===== src/xsr_pkg.sv =====
// Shared types and constants for the xoshiro256++ generator.
`default_nettype none
package xsr_pkg;

    localparam logic [63:0] GOLDEN_GAMMA = 64'h9E3779B97F4A7C15;
    localparam logic [63:0] MIX_MUL_ONE  = 64'hBF58476D1CE4E5B9;
    localparam logic [63:0] MIX_MUL_TWO  = 64'h94D049BB133111EB;
    localparam int unsigned FRACTION_SHIFT = 40;

    localparam logic [1:0] REQ_RAW     = 2'd0;
    localparam logic [1:0] REQ_BOUNDED = 2'd1;
    localparam logic [1:0] REQ_FRAC    = 2'd2;

    typedef enum logic [3:0] {
        ST_SEED,
        ST_EXP_ADD,
        ST_MUL1,
        ST_EXP_X2,
        ST_MUL2,
        ST_EXP_STORE,
        ST_EXP_FIX,
        ST_IDLE,
        ST_DECIDE,
        ST_DRAW,
        ST_DISC_START,
        ST_DISC_RUN,
        ST_BDRAW,
        ST_BCHECK,
        ST_MOD_RUN,
        ST_FINISH
    } state_t;

    typedef enum logic [3:0] {
        OP_NONE,
        OP_SEED_LOAD,
        OP_EXP_ADD,
        OP_MUL1,
        OP_EXP_X2,
        OP_MUL2,
        OP_EXP_STORE,
        OP_EXP_FIX,
        OP_LATCH,
        OP_DRAW,
        OP_DIV_DISC,
        OP_DIV_MOD,
        OP_DIV_STEP,
        OP_FINISH
    } op_t;

    typedef struct packed {
        op_t        op;
        logic [1:0] chunk;
        logic [1:0] word_sel;
        logic       seed_we;
    } cmd_t;

    typedef struct packed {
        logic [1:0] kind;
        logic       empty;
        logic       full;
        logic       below;
    } status_t;

endpackage
`default_nettype wire


===== src/xsr_dp.sv =====
// Datapath: state words, seed expansion, draw logic and bit-serial remainder unit.
`default_nettype none
module xsr_dp (
    input  wire logic           clk,
    input  wire logic           rst_n,
    input  wire xsr_pkg::cmd_t  cmd,
    input  wire logic [63:0]    seed,
    input  wire logic [1:0]     req_type,
    input  wire logic [63:0]    range_min,
    input  wire logic [63:0]    range_max,
    output xsr_pkg::status_t    status,
    output logic [63:0]         value,
    output logic                bad_range
);

    logic [63:0] seed_reg;
    logic [63:0] x_reg, z_reg, acc_reg;
    logic [63:0] a_reg, b_reg, c_reg, d_reg;
    logic [63:0] r_reg, rem_reg, dvd_reg;
    logic [63:0] lo_reg, width_reg;
    logic [1:0]  kind_reg;
    logic        empty_reg;
    logic [63:0] value_reg;
    logic        bad_reg;

    logic [63:0] x_sum, mul_const, acc_fin, draw_res, rot_in, t_word;
    logic [63:0] c1, d1, b1, a1;
    logic [79:0] prod;
    logic [64:0] rem_sh;
    logic [5:0]  shamt;

    always_ff @(posedge clk or negedge rst_n)
    begin
        if (!rst_n)
        begin
            seed_reg <= '0;
        end
        else if (cmd.seed_we)
        begin
            seed_reg <= seed;
        end
    end

    always_comb
    begin
        x_sum     = x_reg + xsr_pkg::GOLDEN_GAMMA;
        mul_const = (cmd.op == xsr_pkg::OP_MUL1) ? xsr_pkg::MIX_MUL_ONE : xsr_pkg::MIX_MUL_TWO;
        prod      = z_reg * mul_const[{cmd.chunk, 4'b0000} +: 16];
        shamt     = {cmd.chunk, 4'b0000};
        acc_fin   = acc_reg ^ (acc_reg >> 31);
        rot_in    = a_reg + d_reg;
        draw_res  = {rot_in[40:0], rot_in[63:41]} + a_reg;
        t_word    = b_reg << 17;
        c1        = c_reg ^ a_reg;
        d1        = d_reg ^ b_reg;
        b1        = b_reg ^ c1;
        a1        = a_reg ^ d1;
        rem_sh    = {rem_reg, dvd_reg[63]};
    end

    always_ff @(posedge clk)
    begin
        unique case (cmd.op)
            xsr_pkg::OP_SEED_LOAD:
            begin
                x_reg <= seed_reg;
            end
            xsr_pkg::OP_EXP_ADD:
            begin
                x_reg   <= x_sum;
                z_reg   <= x_sum ^ (x_sum >> 30);
                acc_reg <= '0;
            end
            xsr_pkg::OP_MUL1, xsr_pkg::OP_MUL2:
            begin
                acc_reg <= acc_reg + (prod[63:0] << shamt);
            end
            xsr_pkg::OP_EXP_X2:
            begin
                z_reg   <= acc_reg ^ (acc_reg >> 27);
                acc_reg <= '0;
            end
            xsr_pkg::OP_EXP_STORE:
            begin
                unique case (cmd.word_sel)
                    2'd0: a_reg <= acc_fin;
                    2'd1: b_reg <= acc_fin;
                    2'd2: c_reg <= acc_fin;
                    default: d_reg <= acc_fin;
                endcase
            end
            xsr_pkg::OP_EXP_FIX:
            begin
                if ((a_reg | b_reg | c_reg | d_reg) == 64'd0)
                begin
                    a_reg <= 64'd1;
                end
            end
            xsr_pkg::OP_LATCH:
            begin
                kind_reg  <= req_type;
                lo_reg    <= range_min;
                width_reg <= range_max - range_min + 64'd1;
                empty_reg <= (range_max <= range_min);
            end
            xsr_pkg::OP_DRAW:
            begin
                r_reg <= draw_res;
                a_reg <= a1;
                b_reg <= b1;
                c_reg <= c1 ^ t_word;
                d_reg <= {d1[18:0], d1[63:19]};
            end
            xsr_pkg::OP_DIV_DISC:
            begin
                rem_reg <= '0;
                dvd_reg <= 64'd0 - width_reg;
            end
            xsr_pkg::OP_DIV_MOD:
            begin
                // The discard bound in rem_reg is no longer needed once a draw is accepted.
                rem_reg  <= '0;
                dvd_reg  <= r_reg;
            end
            xsr_pkg::OP_DIV_STEP:
            begin
                // Restoring remainder step, one dividend bit per cycle.
                if (rem_sh >= {1'b0, width_reg})
                begin
                    rem_reg <= 64'(rem_sh - {1'b0, width_reg});
                end
                else
                begin
                    rem_reg <= rem_sh[63:0];
                end
                dvd_reg <= dvd_reg << 1;
            end
            xsr_pkg::OP_FINISH:
            begin
                bad_reg <= 1'b0;
                if (kind_reg == xsr_pkg::REQ_BOUNDED)
                begin
                    if (empty_reg)
                    begin
                        value_reg <= '0;
                        bad_reg   <= 1'b1;
                    end
                    else if (width_reg == 64'd0)
                    begin
                        value_reg <= r_reg;
                    end
                    else
                    begin
                        value_reg <= lo_reg + rem_reg;
                    end
                end
                else if (kind_reg == xsr_pkg::REQ_FRAC)
                begin
                    value_reg <= r_reg >> xsr_pkg::FRACTION_SHIFT;
                end
                else
                begin
                    value_reg <= r_reg;
                end
            end
            default:
            begin
            end
        endcase
    end

    assign status.kind  = kind_reg;
    assign status.empty = empty_reg;
    assign status.full  = (width_reg == 64'd0);
    assign status.below = (r_reg < rem_reg);
    assign value        = value_reg;
    assign bad_range    = bad_reg;

endmodule
`default_nettype wire


===== src/xsr_ctrl.sv =====
// Controller state machine sequencing seed expansion and request service.
`default_nettype none
module xsr_ctrl (
    input  wire logic             clk,
    input  wire logic             rst_n,
    input  wire logic             in_valid,
    output logic                  in_stall,
    output logic                  out_valid,
    input  wire logic             out_stall,
    input  wire logic             cfg_valid,
    output logic                  cfg_ready,
    input  wire xsr_pkg::status_t status,
    output xsr_pkg::cmd_t         cmd
);

    xsr_pkg::state_t state_reg, state_next;
    logic [5:0] cnt_reg, cnt_next;
    logic [1:0] k_reg, k_next;
    logic       out_valid_reg, out_valid_next;
    logic       out_free;

    assign out_free  = !out_valid_reg || !out_stall;
    assign cfg_ready = (state_reg == xsr_pkg::ST_IDLE);
    assign in_stall  = (state_reg != xsr_pkg::ST_IDLE) || cfg_valid;
    assign out_valid = out_valid_reg;

    always_ff @(posedge clk or negedge rst_n)
    begin
        if (!rst_n)
        begin
            state_reg     <= xsr_pkg::ST_SEED;
            cnt_reg       <= '0;
            k_reg         <= '0;
            out_valid_reg <= 1'b0;
        end
        else
        begin
            state_reg     <= state_next;
            cnt_reg       <= cnt_next;
            k_reg         <= k_next;
            out_valid_reg <= out_valid_next;
        end
    end

    always_comb
    begin
        state_next = state_reg;
        unique case (state_reg)
            xsr_pkg::ST_SEED:      state_next = xsr_pkg::ST_EXP_ADD;
            xsr_pkg::ST_EXP_ADD:   state_next = xsr_pkg::ST_MUL1;
            xsr_pkg::ST_MUL1:
            begin
                if (cnt_reg[1:0] == 2'd3)
                begin
                    state_next = xsr_pkg::ST_EXP_X2;
                end
            end
            xsr_pkg::ST_EXP_X2:    state_next = xsr_pkg::ST_MUL2;
            xsr_pkg::ST_MUL2:
            begin
                if (cnt_reg[1:0] == 2'd3)
                begin
                    state_next = xsr_pkg::ST_EXP_STORE;
                end
            end
            xsr_pkg::ST_EXP_STORE:
            begin
                state_next = (k_reg == 2'd3) ? xsr_pkg::ST_EXP_FIX : xsr_pkg::ST_EXP_ADD;
            end
            xsr_pkg::ST_EXP_FIX:   state_next = xsr_pkg::ST_IDLE;
            xsr_pkg::ST_IDLE:
            begin
                priority if (cfg_valid)
                begin
                    state_next = xsr_pkg::ST_SEED;
                end
                else if (in_valid)
                begin
                    state_next = xsr_pkg::ST_DECIDE;
                end
            end
            xsr_pkg::ST_DECIDE:
            begin
                priority if (status.kind == xsr_pkg::REQ_BOUNDED && status.empty)
                begin
                    state_next = xsr_pkg::ST_FINISH;
                end
                else if (status.kind == xsr_pkg::REQ_BOUNDED && !status.full)
                begin
                    state_next = xsr_pkg::ST_DISC_START;
                end
                else
                begin
                    state_next = xsr_pkg::ST_DRAW;
                end
            end
            xsr_pkg::ST_DRAW:       state_next = xsr_pkg::ST_FINISH;
            xsr_pkg::ST_DISC_START: state_next = xsr_pkg::ST_DISC_RUN;
            xsr_pkg::ST_DISC_RUN:
            begin
                if (cnt_reg == 6'd63)
                begin
                    state_next = xsr_pkg::ST_BDRAW;
                end
            end
            xsr_pkg::ST_BDRAW:      state_next = xsr_pkg::ST_BCHECK;
            xsr_pkg::ST_BCHECK:
            begin
                // A rejected draw is replaced by a fresh one.
                state_next = status.below ? xsr_pkg::ST_BDRAW : xsr_pkg::ST_MOD_RUN;
            end
            xsr_pkg::ST_MOD_RUN:
            begin
                if (cnt_reg == 6'd63)
                begin
                    state_next = xsr_pkg::ST_FINISH;
                end
            end
            xsr_pkg::ST_FINISH:
            begin
                if (out_free)
                begin
                    state_next = xsr_pkg::ST_IDLE;
                end
            end
            default:                state_next = xsr_pkg::ST_IDLE;
        endcase
    end

    always_comb
    begin
        cmd            = '{op: xsr_pkg::OP_NONE, chunk: cnt_reg[1:0], word_sel: k_reg,
                           seed_we: 1'b0};
        cnt_next       = (state_next == state_reg) ? cnt_reg + 6'd1 : 6'd0;
        k_next         = k_reg;
        out_valid_next = out_valid_reg && out_stall;
        unique case (state_reg)
            xsr_pkg::ST_SEED:
            begin
                cmd.op = xsr_pkg::OP_SEED_LOAD;
                k_next = 2'd0;
            end
            xsr_pkg::ST_EXP_ADD:   cmd.op = xsr_pkg::OP_EXP_ADD;
            xsr_pkg::ST_MUL1:      cmd.op = xsr_pkg::OP_MUL1;
            xsr_pkg::ST_EXP_X2:    cmd.op = xsr_pkg::OP_EXP_X2;
            xsr_pkg::ST_MUL2:      cmd.op = xsr_pkg::OP_MUL2;
            xsr_pkg::ST_EXP_STORE:
            begin
                cmd.op = xsr_pkg::OP_EXP_STORE;
                k_next = k_reg + 2'd1;
            end
            xsr_pkg::ST_EXP_FIX:   cmd.op = xsr_pkg::OP_EXP_FIX;
            xsr_pkg::ST_IDLE:
            begin
                priority if (cfg_valid)
                begin
                    cmd.seed_we = 1'b1;
                end
                else if (in_valid)
                begin
                    cmd.op = xsr_pkg::OP_LATCH;
                end
            end
            xsr_pkg::ST_DECIDE:     cmd.op = xsr_pkg::OP_NONE;
            xsr_pkg::ST_DRAW:       cmd.op = xsr_pkg::OP_DRAW;
            xsr_pkg::ST_DISC_START: cmd.op = xsr_pkg::OP_DIV_DISC;
            xsr_pkg::ST_DISC_RUN:   cmd.op = xsr_pkg::OP_DIV_STEP;
            xsr_pkg::ST_BDRAW:      cmd.op = xsr_pkg::OP_DRAW;
            xsr_pkg::ST_BCHECK:
            begin
                cmd.op = status.below ? xsr_pkg::OP_NONE : xsr_pkg::OP_DIV_MOD;
            end
            xsr_pkg::ST_MOD_RUN:    cmd.op = xsr_pkg::OP_DIV_STEP;
            xsr_pkg::ST_FINISH:
            begin
                if (out_free)
                begin
                    cmd.op         = xsr_pkg::OP_FINISH;
                    out_valid_next = 1'b1;
                end
            end
            default:                cmd.op = xsr_pkg::OP_NONE;
        endcase
    end

endmodule
`default_nettype wire


===== src/xoshiro256pp_random_generator.sv =====
// Top level of the xoshiro256++ generator: controller plus datapath.
// Sequence: raw, fraction and full-range draws go from input transfer through decide, draw
// and finish; empty ranges go straight from decide to finish; other bounded draws also run
// two 64-step remainder passes, plus a draw and a check per rejected draw.
// Throughput: one request at a time; a result may wait in the output register while
// the next request is taken. Seed expansion runs on a shared 64x16 multiplier.
// After reset the seed-zero expansion runs first, with input and configuration held off.
`default_nettype none
module xoshiro256pp_random_generator (
    input  wire logic        clk,
    input  wire logic        rst_n,
    input  wire logic        in_valid,
    output logic             in_stall,
    input  wire logic [1:0]  req_type,
    input  wire logic [63:0] range_min,
    input  wire logic [63:0] range_max,
    output logic             out_valid,
    input  wire logic        out_stall,
    output logic [63:0]      value,
    output logic             bad_range,
    input  wire logic        cfg_valid,
    output logic             cfg_ready,
    input  wire logic [63:0] seed
);

    xsr_pkg::cmd_t    cmd;
    xsr_pkg::status_t status;

    xsr_ctrl u_ctrl (
        .clk       (clk),
        .rst_n     (rst_n),
        .in_valid  (in_valid),
        .in_stall  (in_stall),
        .out_valid (out_valid),
        .out_stall (out_stall),
        .cfg_valid (cfg_valid),
        .cfg_ready (cfg_ready),
        .status    (status),
        .cmd       (cmd)
    );

    xsr_dp u_dp (
        .clk       (clk),
        .rst_n     (rst_n),
        .cmd       (cmd),
        .seed      (seed),
        .req_type  (req_type),
        .range_min (range_min),
        .range_max (range_max),
        .status    (status),
        .value     (value),
        .bad_range (bad_range)
    );

endmodule
`default_nettype wire

===== config.mk =====
export PLATFORM = sky130hd
export DESIGN_NAME = xoshiro256pp_random_generator
export DESIGN_NICKNAME = d
export VERILOG_FILES = /design/src/xsr_pkg.sv /design/src/xsr_dp.sv /design/src/xsr_ctrl.sv /design/src/xoshiro256pp_random_generator.sv
export SDC_FILE = /design/constraint.sdc
export NUM_CORES = 2
export LEC_CHECK = 0
export BUFFER_PORTS_ARGS = -buffer_cell sky130_fd_sc_hd__clkbuf_2
export CAP_MARGIN = 20
export CORE_UTILIZATION = 30
export DETAILED_ROUTE_END_ITERATION = 8
export MAX_ROUTING_LAYER = met4
export SLEW_MARGIN = 20
export SYNTH_ARGS = -nofsm -noshare
export SYNTH_HDL_FRONTEND = slang
export SYNTH_HIERARCHICAL = 1
export SYNTH_SLANG_ARGS = --single-unit

===== constraint.sdc =====
create_clock -name clk -period 26.5 [get_ports clk]
set_input_delay 2.65 -clock clk [delete_from_list [all_inputs] [get_ports clk]]
set_output_delay 2.65 -clock clk [all_outputs]
set_load 0.05 [all_outputs]

; After elaboration in Yosys (flattened, before gate mapping)
; Index checks and enable logic that the tools add are counted.
[word_totals]
reg_bits = 913
input_bits = 199
output_inout_bits = 68
word_cells = 165
[classes]
add_sub_neg = 11
n_mul = 1
n_lt_le_gt_ge = 3
n_eq_ne = 42
shifts = 2
mux = 44
bitwise = 11
reduce_logical = 30
[ops]
columns = cell, count
row1 = case mux 64 bit (2 select lines), 7
row2 = 2-to-1 mux 64 bit, 10
row3 = case mux 64 bit (3 select lines), 2
row4 = XOR 64 bit, 5
row5 = adder 64 bit, 4
row6 = bitwise OR 64 bit, 3
row7 = zero test 64 bit, 2
row8 = subtractor 64 bit, 2
row9 = greater-or-equal comparator 65 x 64 -> 1 bit, 1
row10 = adder 64 x 1 -> 64 bit (second input constant), 1
row11 = adder 64 bit (second input constant), 1
row12 = less-or-equal comparator 64 bit, 1
row13 = < comparator 64 bit, 1
row14 = multiplier 64 x 16 -> 64 bit, 1
row15 = case mux 4 bit (16 select lines), 1
row16 = indexed part select 64 x 7 -> 16 bit, 1
row17 = left shift 64 x 6 -> 64 bit, 1
row18 = subtractor 1 x 64 -> 64 bit (first input constant), 1
row19 = XOR 64 x 33 -> 64 bit, 1
row20 = XOR 64 x 34 -> 64 bit, 1
row21 = XOR 64 x 37 -> 64 bit, 1
row22 = 2-to-1 mux 62 bit, 1
row23 = == test 4 bit (second input constant), 14
row24 = case mux 4 bit (14 select lines), 1
row25 = other kinds (29), 80

; Depth between registers and ports, before layout
[logic_depth]
depth_word = 11
mapped_depth = 62
depth_no_buf = 59

; Hierarchy
; The synthesis kept the hierarchy.
[modules_own_cells]
columns = mod, instances, cells_per_inst, area_per_inst_um2, seq_area_each_um2
row1 = xsr_dp, 1, 9989, 92715.2, 26705.6
row2 = xsr_ctrl, 1, 126, 1106.1, 325.3

; Worst setup path after synthesis
; Ideal clock, no wire load.
[synth_path]
path_kind = input -> register
from = input port out_stall
to = register u_dp.empty_reg, enable pin
setup_time_ps = 782
t_arrival_ps = 12268
required_time_ps = 25718
path_slack_ps = 13451
path_stages = 6
path_buffers = 1
cell_sequence = nand2_1 and3_1 o21ai_0 a21oi_1 clkbuf_1 nor3_1
[synth_lines]
columns = item, line_no
row1 = start: declaration, xoshiro256pp_random_generator.sv:18  ; input wire logic out_stall,
row2 = end signal: assignment, xsr_dp.sv:104  ; empty_reg <= (range_max <= range_min);
row3 = end: declaration, xsr_dp.sv:22  ; logic empty_reg;

==> results.toml <==
[worst_setup_path]
timing.critical_path.slowest_cell_delay_ns = 0.86
cp.required_ns = 27.08
cp-start-kind = "flop"
rrSetupSlack_ns = 10.33
worst_r2r_endpoint = "u_dp/acc_reg[63]$_SDFFCE_PP0P_"
worst-r2r-cell-count = 58
critical_path.reg2reg.startpoint = "u_dp/rem_reg[1]$_SDFFCE_PP0P_"
worst-path-max-fanout = 29
timing.setup.critical_path_class = "reg2reg"
cp-end-kind = "flop"
cp_slowest_cell = "a41oi_1"
worstPathArrival_ns = 16.75

[timing]
fmax_ghz = 0.0619
timing.final.hold_violations = 0
final_critical_path_required_period_ns = 16.17
clock_skew_ns = 0.0576
unrepaired_setup_endpoints_after_global_routing = "no"
drv_slew = 0
timing.slew.headroom_pct = 22.6
worst_pin_slew_ns = 1.16
setup_viol = 0
setup-tns-final_ns = 0
final_cycle_share_pct = 61.0

[clocking]
cts.repair_timing.setup_buffer_count = 0
htree_levels = 3
clk_path_buf_depth = 3
cts_hold_repair.buffers = 0
path_clk_slew_ns = 0.07
cts.sink_count = 913
clock_insertion_delay_worst_skew_ns = 0.79
clk_root_buffer_cell = "clkbuf_16"
numCtsBuffers = 109
cts_tree = "built"
postCtsResizedCells = 0

[synth]
synth_area_leaders = "edfxtp_1 27%, fa_1 17%, ha_1 8.1%"
async_reset_ff_share_pct = 8.43
synth_warnings = 6
post-synth-top-area-fraction_pct = 26.8
synth_enable_flop_cells = 836
synthDistinctLibCells = 108
synth.net_count = 11700
syn-cell-area_um2 = 93800
post_synth.cell_area_avg_um2 = 9.28
synthFlopType = "edfxtp_1"
ys_seq_elements = 913
synthDominantAreaCellType = "edfxtp_1"
fraction_of_the_yosys_area_taken_by_sequential_cells_pct = 28.8
post_synth_inst_count = 10100

[detailed_routing]
initialDrtViolationCount = 8204
drt_pre_antenna_iters = 6
routed_via_density = 5.34
wirelength_mm = 338
routed.top_layer = "met4"
drt-met1-wl_mm = 144
remaining_drc_errors = 0
wire_per_inst_um = 23.5
met2_length_mm = 151
met3_wirelength_mm = 26.4
vias = 76800
ant_nets = 0

[min_path]
worst_hold_startpoint = "u_dp/seed_reg[42]$_DFFE_PN0P_"
min_delay_path_depth = 1
min_delay_worst_endpoint = "u_dp/seed_reg[42]$_DFFE_PN0P_"
min-delay-path-class = "reg2reg"

[floorplanning]
core_um2 = 310000
fp.dieH_um = 561
fp.dieArea_um2 = 315000
i_o_pin_count = 267
start_util_pct = 30.3
die_w_um = 561
rows = 204

[cells_and_area]
finish.net_count = 11800
syn2layout_area_growth_pct = 10.4
final_layout_size_suffix_gt1_share_pct = 7.50

[grt]
maximum_number_of_pins_on_one_net_before_global_route_repair = 132
grt_pass1_wl_mm = 498
antenna_found_initial = 34
grt_pass1_vias = 74000
grt_usage_pct = 21.6
globalRouteOverflowTotal = 0

[place]
count_of_buffers_inserted_at_the_top_level_ports = 266
post-dp-hpwl_mm = 267
globalplace.congestion = 1.00

[flow_run]
max_cap_viol_count = 0

[status]
status = "complete, no violations"
[cell families after synthesis]
| group | synth area share [%] |
|---|---|
| AND/OR/NAND/NOR | 14.7 |
| AO/OA/AOI/OAI | 14.7 |
| buffers and inverters | 6.36 |
| adder cells (fa/ha/maj) | 25.0 |
| XOR/XNOR | 9.24 |
| flip-flops | 28.8 |
| multiplexers | 1.23 |
[worst max-delay path, delay by kind of cell, from the launching register on]
kind                     cells  cell delay [ns]
AO/OA/AOI/OAI               28             6.61
adder cells (fa/ha/maj)      9             4.05
AND/OR/NAND/NOR             11             3.38
buffers and inverters        8             1.04
flip-flops                   1             0.44
XOR/XNOR                     2             0.32
[synth_stat cells (25+ instances only)]
cell	number
xor2_1	376
o211ai_1	25
and2_1	329
nor2b_1	65
edfxtp_1	836
a22oi_1	75
nand4_1	106
o21bai_1	96
fa_1	789
a211oi_1	61
nand2_1	1184
a21o_1	265
mux2i_1	25
o21a_1	51
dfrtp_1	77
nand2b_1	96
or3_1	28
clkbuf_1	380
inv_1	1137
and3_1	62
nor2_1	600
nor4_1	95
ha_1	610
a31oi_1	64
xnor2_1	614
nand3_1	125
o21ai_0	642
mux2_2	73
a21oi_1	634
o22ai_1	38
nor3_1	100
[how the worst max path moves through the flow]
stage | startpoint | endpoint | slack [ns] | cells after the start
after floorplan | out_stall | u_dp/empty_reg$_DFFE_PN_ | 13.45 | 6
after global placement | u_dp/r_reg[17]$_DFFE_PP_ | u_dp/acc_reg[61]$_SDFFCE_PP0P_ | 10.63 | 56
after detailed placement | u_dp/rem_reg[1]$_SDFFCE_PP0P_ | u_dp/acc_reg[63]$_SDFFCE_PP0P_ | 10.59 | 58
after CTS | u_dp/rem_reg[1]$_SDFFCE_PP0P_ | u_dp/acc_reg[63]$_SDFFCE_PP0P_ | 10.46 | 58
after global routing | u_dp/rem_reg[1]$_SDFFCE_PP0P_ | u_dp/acc_reg[61]$_SDFFCE_PP0P_ | 9.42 | 54
final | u_dp/rem_reg[1]$_SDFFCE_PP0P_ | u_dp/acc_reg[63]$_SDFFCE_PP0P_ | 10.33 | 58
[layout by cell type (no fill, tap or decap), drive strengths merged, types with 22 or more instances in the layout]
master	netlist	routed
a21oi	634	634
inv	1139	1156
a22oi	75	75
a211oi	62	62
a31oi	64	64
o22ai	38	38
fa	789	789
nand4	107	107
o21bai	96	96
nand2	1195	1195
dfrtp	77	77
o31ai	22	22
clkinv	0	44
o21a	51	51
or2	23	23
xnor2	614	614
clkbuf	383	391
nor3	103	103
buf	43	97
edfxtp	836	836
a21o	265	265
xor2	376	376
and2	330	330
nor2	603	603
o211ai	25	25
ha	610	610
nand3	126	126
and3	62	62
mux2	74	74
nor2b	67	67
or3	29	29
mux2i	26	26
o21ai	668	668
nand2b	96	96
nor4	99	99
[routing by layer]
| metal | GRT usage [%] | vias to the layer above |
|---|---|---|
| met5 | - | - |
| met4 | 8.42 | 0 |
| met3 | 3.00 | 581 |
| met2 | 33.1 | 3551 |
| met1 | 28.7 | 38200 |
| li1 | - | 34500 |
[layout make-up]
| type | count | area [um2] |
|---|---|---|
| Fill cell | 32000 | 206000 |
| Multi-Input combinational cell | 7637 | 61100 |
| Sequential cell | 913 | 27000 |
| Tap cell | 4120 | 5150 |
| Inverter | 1139 | 4280 |
| Clock buffer | 126 | 2890 |
| Timing Repair Buffer | 362 | 2130 |
| Clock inverter | 81 | 970 |
| Antenna cell | 13 | 32.5 |
[metrics by stage]
step	util, %	std cells	worst slack, ns	hold WS, ns	cell area [um2]
4_1_cts	33.4	14400	10.46	0.510	104000
5_1_grt	33.4	14400	9.42	0.530	104000
3_5_place_dp	32.2	14200	10.59	0.496	99700
2_1_floorplan	-	10100	13.45	0.465	93800
3_3_place_gp	32.1	14200	10.63	0.492	99600
6_report	33.4	14400	10.33	0.508	104000
Power is left out: the tool's default activity adds up to more than one toggle a clock period on the data nets, which glitch-free logic cannot reach.
